==> src/tcw_pkg.sv <==
// Shared constants for the text console writer.
`default_nettype none

package tcw_pkg;

  localparam int CONSOLE_COUNT_DEF = 4;
  localparam int REGION_WORDS_DEF  = 4096;
  localparam int LINE_WIDTH_DEF    = 80;
  localparam int SCREEN_WORDS_DEF  = 2000;

  localparam int CHAR_W   = 8;
  localparam int IDX_W    = 3;
  localparam int ADDR_W   = 14;
  localparam int ABS_W    = 18;

  localparam int IN_TDATA_W  = 16;
  localparam int IN_TUSER_W  = 1;
  localparam int OUT_TDATA_W = 64;
  localparam int OUT_TUSER_W = 3;

  localparam logic CMD_PUT    = 1'b0;
  localparam logic CMD_SELECT = 1'b1;

  localparam logic [CHAR_W-1:0] CH_NEWLINE   = 8'h0A;
  localparam logic [CHAR_W-1:0] CH_BACKSPACE = 8'h08;
  localparam logic [CHAR_W-1:0] CH_SPACE     = 8'h20;

  localparam logic [CHAR_W-1:0] ATTR_RESET = 8'h07;

endpackage

`default_nettype wire

==> src/text_console_writer.sv <==
// Text console writer: per-console cursor, view scrolling and video cell writes.
// Throughput: one request per cycle unless the output stalls; each console's
// cursor and view are read, updated and written back as its request moves from the
// input stage to the result stage, so back-to-back requests see fresh state.
// Reset: every console's cursor and view return to its region origin,
// console 0 is displayed, the attribute returns to 7 and both stages empty.
`default_nettype none

module text_console_writer #(
  parameter int CONSOLE_COUNT = tcw_pkg::CONSOLE_COUNT_DEF,
  parameter int REGION_WORDS  = tcw_pkg::REGION_WORDS_DEF,
  parameter int LINE_WIDTH    = tcw_pkg::LINE_WIDTH_DEF,
  parameter int SCREEN_WORDS  = tcw_pkg::SCREEN_WORDS_DEF
) (
  input  wire                              clk,
  input  wire                              rst_n,
  input  wire                              in_tvalid,
  output logic                             in_tready,
  // console_index [2:0], character [10:3], zero [15:11]
  input  wire  [tcw_pkg::IN_TDATA_W-1:0]   in_tdata,
  // command [0]
  input  wire  [tcw_pkg::IN_TUSER_W-1:0]   in_tuser,
  output logic                             out_tvalid,
  input  wire                              out_tready,
  // mem_addr [13:0], mem_char [21:14], mem_attr [29:22],
  // display_start [43:30], cursor_pos [57:44], zero [63:58]
  output logic [tcw_pkg::OUT_TDATA_W-1:0]  out_tdata,
  // mem_write [0], display_update [1], rejected [2]
  output logic [tcw_pkg::OUT_TUSER_W-1:0]  out_tuser,
  input  wire                              cfg_wr_en,
  input  wire  [tcw_pkg::CHAR_W-1:0]       cfg_wr_data
);
  import tcw_pkg::*;

  localparam int CIDX_W = (CONSOLE_COUNT > 1) ? $clog2(CONSOLE_COUNT) : 1;
  localparam int OFF_W  = $clog2(REGION_WORDS);
  localparam int COL_W  = $clog2(LINE_WIDTH);
  localparam int SUM_W  = $clog2(REGION_WORDS + SCREEN_WORDS + LINE_WIDTH) + 1;

  localparam logic [IDX_W:0]   CNT_LIM    = (IDX_W+1)'(CONSOLE_COUNT);
  localparam logic [SUM_W-1:0] REGION_S   = SUM_W'(REGION_WORDS);
  localparam logic [SUM_W-1:0] LINE_S     = SUM_W'(LINE_WIDTH);
  localparam logic [SUM_W-1:0] SCREEN_S   = SUM_W'(SCREEN_WORDS);
  localparam logic [SUM_W-1:0] NL_LIMIT_S = SUM_W'(REGION_WORDS - LINE_WIDTH);
  localparam logic [SUM_W-1:0] CH_LIMIT_S = SUM_W'(REGION_WORDS - 1);
  localparam logic [COL_W-1:0] COL_LAST   = COL_W'(LINE_WIDTH - 1);
  localparam logic [ABS_W-1:0] REGION_A   = ABS_W'(REGION_WORDS);

  // per-console state, kept as offsets inside the region
  logic [OFF_W-1:0]  cur_r  [CONSOLE_COUNT];
  logic [OFF_W-1:0]  view_r [CONSOLE_COUNT];
  logic [COL_W-1:0]  col_r  [CONSOLE_COUNT];
  logic [CIDX_W-1:0] shown_r;
  logic [CHAR_W-1:0] attr_r;

  // input stage
  logic              in_valid_r;
  logic              in_cmd_r;
  logic [IDX_W-1:0]  in_idx_r;
  logic [CHAR_W-1:0] in_char_r;

  // result stage
  logic              out_valid_r;
  logic              mem_write_r, mem_write_nxt;
  logic [ADDR_W-1:0] mem_addr_r, mem_addr_nxt;
  logic [CHAR_W-1:0] mem_char_r, mem_char_nxt;
  logic [CHAR_W-1:0] mem_attr_r, mem_attr_nxt;
  logic              disp_upd_r, disp_upd_nxt;
  logic [ADDR_W-1:0] disp_start_r, disp_start_nxt;
  logic [ADDR_W-1:0] cursor_pos_r, cursor_pos_nxt;
  logic              rejected_r, rejected_nxt;

  logic              advance;
  logic              fire;
  logic              reject;
  logic              upd_state;
  logic              put_write;
  logic [CHAR_W-1:0] put_char;
  logic [CIDX_W-1:0] c;
  logic [SUM_W-1:0]  cur, view, cur_nxt, view_nxt, wr_off;
  logic [COL_W-1:0]  col, col_nxt;
  logic [ABS_W-1:0]  origin;
  logic [ABS_W-1:0]  wr_abs, view_abs, cur_abs;

  assign advance   = !out_valid_r || out_tready;
  assign fire      = in_valid_r && advance;
  assign in_tready = !in_valid_r || advance;

  assign c      = in_idx_r[CIDX_W-1:0];
  assign reject = {1'b0, in_idx_r} >= CNT_LIM;
  assign cur    = SUM_W'(cur_r[c]);
  assign view   = SUM_W'(view_r[c]);
  assign col    = col_r[c];
  assign origin = ABS_W'(in_idx_r) * REGION_A;

  // cursor move and cell write
  always_comb begin
    cur_nxt   = cur;
    col_nxt   = col;
    wr_off    = cur;
    put_write = 1'b0;
    put_char  = '0;
    case (in_char_r)
      CH_NEWLINE: begin
        if (cur < NL_LIMIT_S) begin
          cur_nxt = cur - SUM_W'(col) + LINE_S;
          col_nxt = '0;
        end
      end
      CH_BACKSPACE: begin
        if (cur != '0) begin
          cur_nxt   = cur - SUM_W'(1);
          col_nxt   = (col == '0) ? COL_LAST : col - COL_W'(1);
          wr_off    = cur - SUM_W'(1);
          put_write = 1'b1;
          put_char  = CH_SPACE;
        end
      end
      default: begin
        if (cur < CH_LIMIT_S) begin
          cur_nxt   = cur + SUM_W'(1);
          col_nxt   = (col == COL_LAST) ? '0 : col + COL_W'(1);
          put_write = 1'b1;
          put_char  = in_char_r;
        end
      end
    endcase
  end

  // one line of scroll is always enough for a single cursor move
  always_comb begin
    view_nxt = view;
    if (in_cmd_r == CMD_PUT) begin
      if (cur_nxt >= view + SCREEN_S && view + SCREEN_S < REGION_S) begin
        view_nxt = view + LINE_S;
      end else if (cur_nxt < view && view != '0) begin
        view_nxt = view - LINE_S;
      end
    end
  end

  assign wr_abs   = origin + ABS_W'(wr_off);
  assign view_abs = origin + ABS_W'(view_nxt);
  assign cur_abs  = origin + ABS_W'((in_cmd_r == CMD_PUT) ? cur_nxt : cur);

  always_comb begin
    mem_write_nxt  = 1'b0;
    mem_char_nxt   = '0;
    mem_addr_nxt   = '0;
    mem_attr_nxt   = '0;
    disp_upd_nxt   = 1'b0;
    disp_start_nxt = '0;
    cursor_pos_nxt = '0;
    rejected_nxt   = reject;
    upd_state      = fire && !reject && (in_cmd_r == CMD_PUT);
    if (!reject) begin
      if (in_cmd_r == CMD_PUT) begin
        mem_write_nxt = put_write;
        mem_char_nxt  = put_char;
      end
      if (mem_write_nxt) begin
        mem_addr_nxt = wr_abs[ADDR_W-1:0];
        mem_attr_nxt = attr_r;
      end
      if (in_cmd_r == CMD_SELECT || c == shown_r) begin
        disp_upd_nxt   = 1'b1;
        disp_start_nxt = view_abs[ADDR_W-1:0];
        cursor_pos_nxt = cur_abs[ADDR_W-1:0];
      end
    end
  end

  always_ff @(posedge clk) begin
    if (!rst_n) begin
      for (int i = 0; i < CONSOLE_COUNT; i++) begin
        cur_r[i]  <= '0;
        view_r[i] <= '0;
        col_r[i]  <= '0;
      end
      shown_r     <= '0;
      attr_r      <= ATTR_RESET;
      in_valid_r  <= 1'b0;
      out_valid_r <= 1'b0;
    end else begin
      if (cfg_wr_en) begin
        attr_r <= cfg_wr_data;
      end
      if (in_tready) begin
        in_valid_r <= in_tvalid;
      end
      if (advance) begin
        out_valid_r <= in_valid_r;
      end
      if (upd_state) begin
        cur_r[c]  <= cur_nxt[OFF_W-1:0];
        view_r[c] <= view_nxt[OFF_W-1:0];
        col_r[c]  <= col_nxt;
      end
      if (fire && !reject && in_cmd_r == CMD_SELECT) begin
        shown_r <= c;
      end
    end
  end

  always_ff @(posedge clk) begin
    if (in_tready && in_tvalid) begin
      in_cmd_r  <= in_tuser[0];
      in_idx_r  <= in_tdata[IDX_W-1:0];
      in_char_r <= in_tdata[IDX_W+CHAR_W-1:IDX_W];
    end
    if (fire) begin
      mem_write_r  <= mem_write_nxt;
      mem_addr_r   <= mem_addr_nxt;
      mem_char_r   <= mem_char_nxt;
      mem_attr_r   <= mem_attr_nxt;
      disp_upd_r   <= disp_upd_nxt;
      disp_start_r <= disp_start_nxt;
      cursor_pos_r <= cursor_pos_nxt;
      rejected_r   <= rejected_nxt;
    end
  end

  assign out_tvalid = out_valid_r;
  assign out_tdata  = {6'b0, cursor_pos_r, disp_start_r, mem_attr_r, mem_char_r, mem_addr_r};
  assign out_tuser  = {rejected_r, disp_upd_r, mem_write_r};

endmodule

`default_nettype wire
==> config.mk <==
export PLATFORM = sky130hd
export DESIGN_NAME = text_console_writer
export DESIGN_NICKNAME = d
export VERILOG_FILES = /design/src/tcw_pkg.sv /design/src/text_console_writer.sv
export SDC_FILE = /design/constraint.sdc
export NUM_CORES = 1
export LEC_CHECK = 0
export ABC_AREA = 1
export BUFFER_PORTS_ARGS = -buffer_cell sky130_fd_sc_hd__buf_2
export CORE_UTILIZATION = 25
export DETAILED_ROUTE_END_ITERATION = 16
export GPL_ROUTABILITY_DRIVEN = 0
export PLACE_DENSITY_LB_ADDON = 0.08
export SETUP_SLACK_MARGIN = 0.02
export SLEW_MARGIN = 30
export SYNTH_ARGS = -nofsm -noshare
export SYNTH_HDL_FRONTEND = slang
export SYNTH_SLANG_ARGS = --single-unit
==> constraint.sdc <==
create_clock -name clk -period 14.8 [get_ports clk]
set_clock_uncertainty 0.15 [all_clocks]
set_input_delay 0.74 -clock clk [delete_from_list [all_inputs] [get_ports clk]]
set_output_delay 0.74 -clock clk [all_outputs]
set_load 0.02 [all_outputs]
Word level (Yosys, flattened, before mapping)
Memories as Yosys holds them, arrays and structs flattened. A register that Yosys moved wholly into a read port is not among the register bits. Cells that the tools add are included.

Add/subtract/negate cells: 12. Reductions and logical operators: 22. $lt $le $gt $ge: 6. Equal/unequal tests: 4. Bitwise logic cells: 3. Mux-type cells: 40.

Operators by type and width (count): $mux 14 (7); $add 14x14->14 (3); $mux 7 (6); $pmux 14 s2 (1); $reduce_bool 14->1 (2); $lt 12x12->1 const B (2); $mux 12 (2); $reduce_or 12->1 (2); $eq 8x4->1 const B (2); $pmux 8 s2 (1); $add 13x8->14 const B (1); $ge 14x14->1 (1); $lt 14x12->1 (1); $pmux 7 s2 (1); $add 12x1->13 const B (1); $add 12x11->13 const B (1); $add 12x7->13 const B (1); $lt 13x13->1 const B (1); $mux 13 (1); $sub 12x1->13 const B (1); $sub 12x7->13 (1); $sub 12x7->13 const B (1); $mux 1 (12); $mux 2 (6); other kinds (15) (29).

Memories kept: 3. Flip-flop bits (word level): 85. Input bits: 30. Bits in writable memories: 124.

Memories: cur_r (depth 4, width 12, read ports 1, clocked after memory_dff 1, write ports 4, RTL line text_console_writer.sv:50) `logic [OFF_W-1:0] cur_r [CONSOLE_COUNT];`; view_r (depth 4, width 12, read ports 1, clocked after memory_dff 1, write ports 4, RTL line text_console_writer.sv:51) `logic [OFF_W-1:0] view_r [CONSOLE_COUNT];`; col_r (depth 4, width 7, read ports 1, clocked after memory_dff 1, write ports 4, RTL line text_console_writer.sv:52) `logic [COL_W-1:0] col_r [CONSOLE_COUNT];`.

Longest topological paths before layout
Gate-level depths: netlist of the first run.

Depth in word-level cells: 10. Gate-level depth with buffers: 40. Depth with buffers taken out: 38.

Worst setup path after synthesis of the first run
OpenSTA, ideal clock, no wires.

Path kind: register to register. Start point: register with a tool-made name. End point: register disp_start_r[13], data pin. Setup time: 0.260 ns. Cell stages (with the launch flop): 39. Path slack: 9.527 ns. Data arrival time: 4.863 ns. Required time: 14.390 ns. Buffers on the path: 4. Cell sequence: dfxtp_1 -> buf_6 -> buf_6 -> buf_6 -> nand2_2 -> a32oi_4 -> inv_4 -> ha_1 -> fa_1 -> inv_1 -> nand2_1 -> nand2_1 -> nand2_1 -> nand2_1 -> nand2_1 -> ha_1 -> inv_1 -> a21oi_2 -> [3 not listed] -> inv_1 -> ha_1 -> nand2_1 -> nor2_1 -> a211oi_1 -> nand2_1 -> nand2_1 -> nand2_1 -> a21oi_1 -> nand2_1 -> nand2_2 -> buf_6 -> nand3b_4 -> nor2_1 -> ha_1 -> xnor2_1 -> o21ai_1 -> nor3b_1.

RTL lines: to (signal assigned) (RTL line text_console_writer.sv:217) `disp_start_r <= disp_start_nxt;`; to (decl) (RTL line text_console_writer.sv:69) `logic [ADDR_W-1:0] disp_start_r, disp_start_nxt;`.

==> results of run 1 <==
through the flow:
stage | util | instance area, um^2
final | 0.293 | 14500
after global routing | 0.293 | 14500
after CTS | 0.293 | 14500
after detailed placement | 0.277 | 13600
after global placement | 0.277 | 13600
after floorplan | - | 12600
metal layers:
metal  GRT usage  vias to the layer above  routed length [um]
li1            -                     4798                   -
met1       0.222                     4633               19800
met2       0.259                      148               18400
met3      0.0237                       46                1360
met4      0.0418                        0                 845
met5           0                        -                   0
worst paths after layout:
kind / slack, ns / cells past startpoint / endpoint / from
max: 7.93 / 36 / disp_start_r[13] / flop
min: 0.20 / 1 / in_idx_r[2] / in_tdata[2]
max reg2reg: 7.93 / 36 / disp_start_r[13] / flop
min reg2reg: 0.30 / 2 / attr_r[5] / attr_r[5]
synth_stat cells, drive strengths merged, types with 6 or more instances:
| master | count |
|---|---|
| edfxtp | 197 |
| a21oi | 93 |
| nand3 | 93 |
| o21ai | 52 |
| clkbuf | 13 |
| nand2 | 361 |
| a32oi | 10 |
| ha | 38 |
| nor3 | 29 |
| dfxtp | 14 |
| o211ai | 10 |
| nor2 | 188 |
| buf | 41 |
| xor2 | 26 |
| inv | 151 |
| o2111ai | 6 |
| nand4 | 14 |
sequential cells by signal (all words and copies together), names as in the netlist, named ones only:
register and flops:
disp_upd_r 1, mem_write_r 1, out_tvalid 1, attr_r 8, in_idx_r 3, in_cmd_r 1, cursor_pos_r 14, disp_start_r 14
mem_addr_r 14, shown_r 2, mem_char_r 8, in_char_r 8, view_r 48, rejected_r 1, col_r 28, in_valid_r 1
cur_r 48, mem_attr_r 8
cell families after synthesis:
logic type,synth area share
flops,0.494
other cells,0.000299
buf+inv,0.0764
xor+xnor,0.0215
compound gates,0.103
fa+ha+maj,0.0395
simple gates,0.266
worst max-delay path, delay by kind of cell (launching register included):
kind | cells | cell delay (ns)
xor+xnor | 2 | 0.24
simple gates | 15 | 1.62
flops | 1 | 0.29
buf+inv | 7 | 1.51
fa+ha+maj | 5 | 1.33
compound gates | 7 | 1.38
report_power, final:
group          switching (W)  internal (W)
Sequential        0.00000890      0.000682
Combinational       0.000281      0.000115
Clock               0.000260      0.000359
Total               0.000551       0.00116
cell type report:
cell class | count | area share
clock buffers | 39 | 0.0505
multi-input cells | 962 | 0.376
inverters | 156 | 0.0411
flip-flops and latches | 211 | 0.429
well taps | 664 | 0.0575
repair buffers | 107 | 0.0405
clock inverters | 11 | 0.00597
==> impl_metrics.json, run 1 <==
{
  "layout_commonest_cell": "nand2_1",
  "hold_buffers": 0,
  "min_path_type": "in2reg",
  "wire_per_inst_um": 18.8,
  "slowest_delay_ns": 0.52,
  "irDropWorstVdd_mv": 0.0703,
  "syn_inst": 1377,
  "rsz0062_at_grt": "false",
  "timing.final.crit_share": 0.464,
  "ys.flop_type": "edfxtp_1",
  "avgViaCountPerCell": 4.48,
  "synthTopCellsByArea": "edfxtp_1 (47%), nand2_1 (9.3%), nor2_1 (4.9%), ha_1 (3.8%), inv_1 (3.7%)",
  "syn-mean-instance-area_um2": 9.11,
  "grt_pass1_wl_um": 61000,
  "fin_setup_tns_ns": 0,
  "multi_input_area_mm2": 0.00543,
  "synth_top_area_frac": 0.471,
  "antenna_found_initial": 0,
  "worstSkewPairLatency_ns": 0.56,
  "leakagePower_nw": 5.96,
  "drive_above_1_share": 0.203,
  "yosysTopAreaCell": "edfxtp_1",
  "crit_top_cell": "nand2_1",
  "dp_hpwl_um": 28000,
  "die_height_um": 226,
  "cts_tree": "yes",
  "placedCellCount": 2100,
  "io_buffers": 87,
  "start_util": 0.255,
  "cp.required_ns": 14.93,
  "grt_max_degree": 63,
  "fillers": 5349,
  "most-common-layout-cells": "nand2_1 (312), edfxtp_1 (197), nor2_1 (165), inv_1 (122), buf_2 (87)",
  "async_flop_share": 0,
  "n_antenna_cell": 0,
  "power_density_mw_per_mm2": 118,
  "ant_nets": 0,
  "cts_max_path_buffers": 3,
  "synthesis.area_mm2": 0.0125,
  "post_cts_buffers": 0,
  "ys_ff_latch": 211,
  "syn_to_final_growth_pct": 15.2,
  "tightest_slew_ns": 0.848,
  "yosys_warnings": 0,
  "critPathSlowestCell": "buf_4",
  "synth_edf_count": 197,
  "register_area_mm2": 0.00620,
  "fp.dieArea_mm2": 0.0511,
  "first_iter_violations": 491,
  "clock-sinks": 211,
  "drt_first_pass_iters": 5,
  "ys_seq_area_frac": 0.494,
  "hold_slack_ns": 0.205,
  "cts_buffers": 27,
  "core_area_mm2": 0.0493,
  "drc": 0,
  "htree_num_levels": 1,
  "drv_cap": 0,
  "die_w_um": 226,
  "crit_path_end_kind": "flop",
  "final_cells": 2150,
  "fin_ws_ns": 7.93,
  "setup_viol": 0,
  "cp_data_arrival_time_ns": 7.00,
  "synth.distinct_cells": 66,
  "crit_type": "reg2reg",
  "crit_path_max_fanout": 28,
  "cts_root_buf": "clkbuf_16",
  "slew_violations": 0,
  "num_vias": 9625,
  "grt-ovfl-total": 0,
  "nets": 1534,
  "grt_pass1_vias": 9671,
  "post_cts_resized": 0,
  "io_pins": 99,
  "slew_headroom": 0.434,
  "fp-row-count": 81,
  "max_freq_mhz": 146,
  "dpl_worst_slack_ns": 7.85,
  "total_power_w": 0.00171,
  "status": "completed",
  "clkTransAtPathRegs_ns": 0.06,
  "finalWirelength_um": 40400,
  "timing_hold_violations_final": 0,
  "post-route-min-period_ns": 6.87,
  "crit_path_start_kind": "flop",
  "grtUsageTotal": 0.160
}
Note: power is estimated with default switching activity, not from simulation.
==> run 2, diff against run 1 <==
==> constraint.sdc (replaced) <==
create_clock -name clk -period 6.25 [get_ports clk]
set_clock_uncertainty 0.15 [all_clocks]
set_input_delay 0.3125 -clock clk [delete_from_list [all_inputs] [get_ports clk]]
set_output_delay 0.3125 -clock clk [all_outputs]
set_load 0.02 [all_outputs]
==> run 2 against run 1 <==
- non-clock buffer count rose by 62
- power rose by 140%
- worst hold slack got worse by 0.16 ns
- largest cell class unchanged
==> impl_metrics.json, run 2 (synthesized netlist as in run 1, its figures left out) <==
{
  "status": "completed",
  "min_from": "cfg_wr_en",
  "max_freq_mhz": 177,
  "cp_data_arrival_time_ns": 5.78,
  "fin_util": 0.307,
  "dpl_worst_slack_ns": 0.392,
  "crit_path_start_kind": "flop",
  "timing.final.crit_share": 0.903,
  "syn_to_final_growth_pct": 20.5,
  "first_iter_violations": 522,
  "nets": 1597,
  "worstSkewPairLatency_ns": 0.56,
  "post_cts_buffers": 0,
  "layout_commonest_cell": "nand2_1",
  "htree_num_levels": 1,
  "grt_pass1_vias": 9950,
  "slew_headroom": 0.357,
  "die_w_um": 226,
  "ant_nets": 0,
  "regToRegEndpoint": "disp_start_r[13]",
  "drv_cap": 0,
  "leakagePower_nw": 6.28,
  "slew_violations": 0,
  "drive_above_1_share": 0.216,
  "crit_path_max_fanout": 15,
  "clock-sinks": 211,
  "tightest_slew_ns": 0.963,
  "wire_per_inst_um": 18.8,
  "drc": 0,
  "cts_root_buf": "clkbuf_16",
  "rsz0062_at_grt": "false",
  "clkTransAtPathRegs_ns": 0.06,
  "most-common-layout-cells": "nand2_1 (311), edfxtp_1 (197), nor2_1 (165), inv_1 (122), buf_2 (87)",
  "dp_hpwl_um": 29500,
  "cts_tree": "yes",
  "power_density_mw_per_mm2": 275,
  "timing_hold_violations_final": 0,
  "grt-ovfl-total": 0,
  "num_vias": 9870,
  "fin_setup_tns_ns": 0,
  "cp.required_ns": 6.38,
  "start_util": 0.255,
  "crit_type": "reg2reg",
  "critPathSlowestCell": "fa_1",
  "irDropWorstVdd_mv": 0.182,
  "die_height_um": 226,
  "reg.largest.list": "cur_r (48), view_r (48), col_r (28)",
  "crit_top_cell": "nand2_1",
  "min_path_cells": 3,
  "io_buffers": 87,
  "worstHoldEndpoint": "attr_r[7]",
  "grt_pass1_wl_um": 63000,
  "fp.dieArea_mm2": 0.0511,
  "antenna_found_initial": 0,
  "min_path_type": "in2reg",
  "fin_ws_ns": 0.603,
  "grt_max_degree": 56,
  "avgViaCountPerCell": 4.46,
  "fp-row-count": 81,
  "crit_path_end_kind": "flop",
  "cts_buffers": 28,
  "core_area_mm2": 0.0493,
  "rrSetupSlack_ns": 0.60,
  "slowest_delay_ns": 0.43,
  "io_pins": 99,
  "total_power_w": 0.00415,
  "post-route-min-period_ns": 5.65,
  "n_antenna_cell": 0,
  "grtUsageTotal": 0.166,
  "ff2ff_path_depth": 34,
  "setup_viol": 0,
  "cts_max_path_buffers": 3,
  "finalWirelength_um": 41500,
  "drt_first_pass_iters": 5
}
-- run 2: changes by cell type in the layout (fill, tap and decap cells not counted), sizes merged --
cell         previous run  this run
clkinvlp                2         0
dlygate4sd3             0        35
inv                   152       151
clkbuf                 39        43
buf                   107       133
-- run 2: per-stage QoR --
| stage | hold slack [ns] | instances | area, um^2 |
|---|---|---|---|
| after floorplan | 0.261 | 1383 | 12600 |
| after global placement | 0.294 | 2126 | 13800 |
| after detailed placement | 0.295 | 2126 | 13800 |
| after CTS | 0.00885 | 2211 | 15100 |
| after global routing | 0.0481 | 2212 | 15100 |
| final | 0.0412 | 2212 | 15100 |
-- run 2: cell type report --
type                            instances  area [um^2]
Inverter                              156          601
Multi-Input combinational cell        962         5450
Sequential cell                       211         6200
Clock buffer                           42          805
Tap cell                              664          831
Timing Repair Buffer                  169         1180
Fill cell                            5312        34100
Clock inverter                          8         62.6
-- run 2: what timing repair did --
item | 4_1_cts | 5_1_grt
resized for setup | 0 | 12
endpoints found under the setup margin | 0 | 31
endpoints found under the hold margin | 26 | 0
hold buffers | 35 | 0
-- run 2: worst max path at each step --
| stage | startpoint | to | slack [ns] | depth (start not counted) |
|---|---|---|---|---|
| after floorplan | flop | disp_start_r[13] | 0.98 | 38 |
| after global placement | flop | disp_start_r[13] | 0.41 | 35 |
| after detailed placement | flop | disp_start_r[13] | 0.39 | 34 |
| after CTS | flop | disp_start_r[13] | 0.35 | 34 |
| after global routing | flop | disp_start_r[13] | 0.03 | 34 |
| final | flop | disp_start_r[13] | 0.60 | 34 |
-- run 2: power by group --
group          total (W)  leakage (nW)  switching, W  internal, W
sequential       0.00164          2.10     0.0000236      0.00162
clock            0.00152         0.428      0.000600     0.000919
combinational   0.000994          3.75      0.000680     0.000314
total            0.00415          6.28       0.00130      0.00285
-- run 2: worst max-delay path, delay by kind of cell, from the launching register on --
family,cells,cell delay [ns]
compound gates,3,0.56
buf+inv,4,0.41
simple gates,22,2.63
flops,1,0.38
xor+xnor,1,0.13
fa+ha+maj,4,1.09
-- run 2: layer usage --
metal / track usage / part of all wire
met1: 0.232 / 0.48
met2: 0.270 / 0.46
met3: 0.0234 / 0.040
met4: 0.0344 / 0.015
met5: 0 / 0
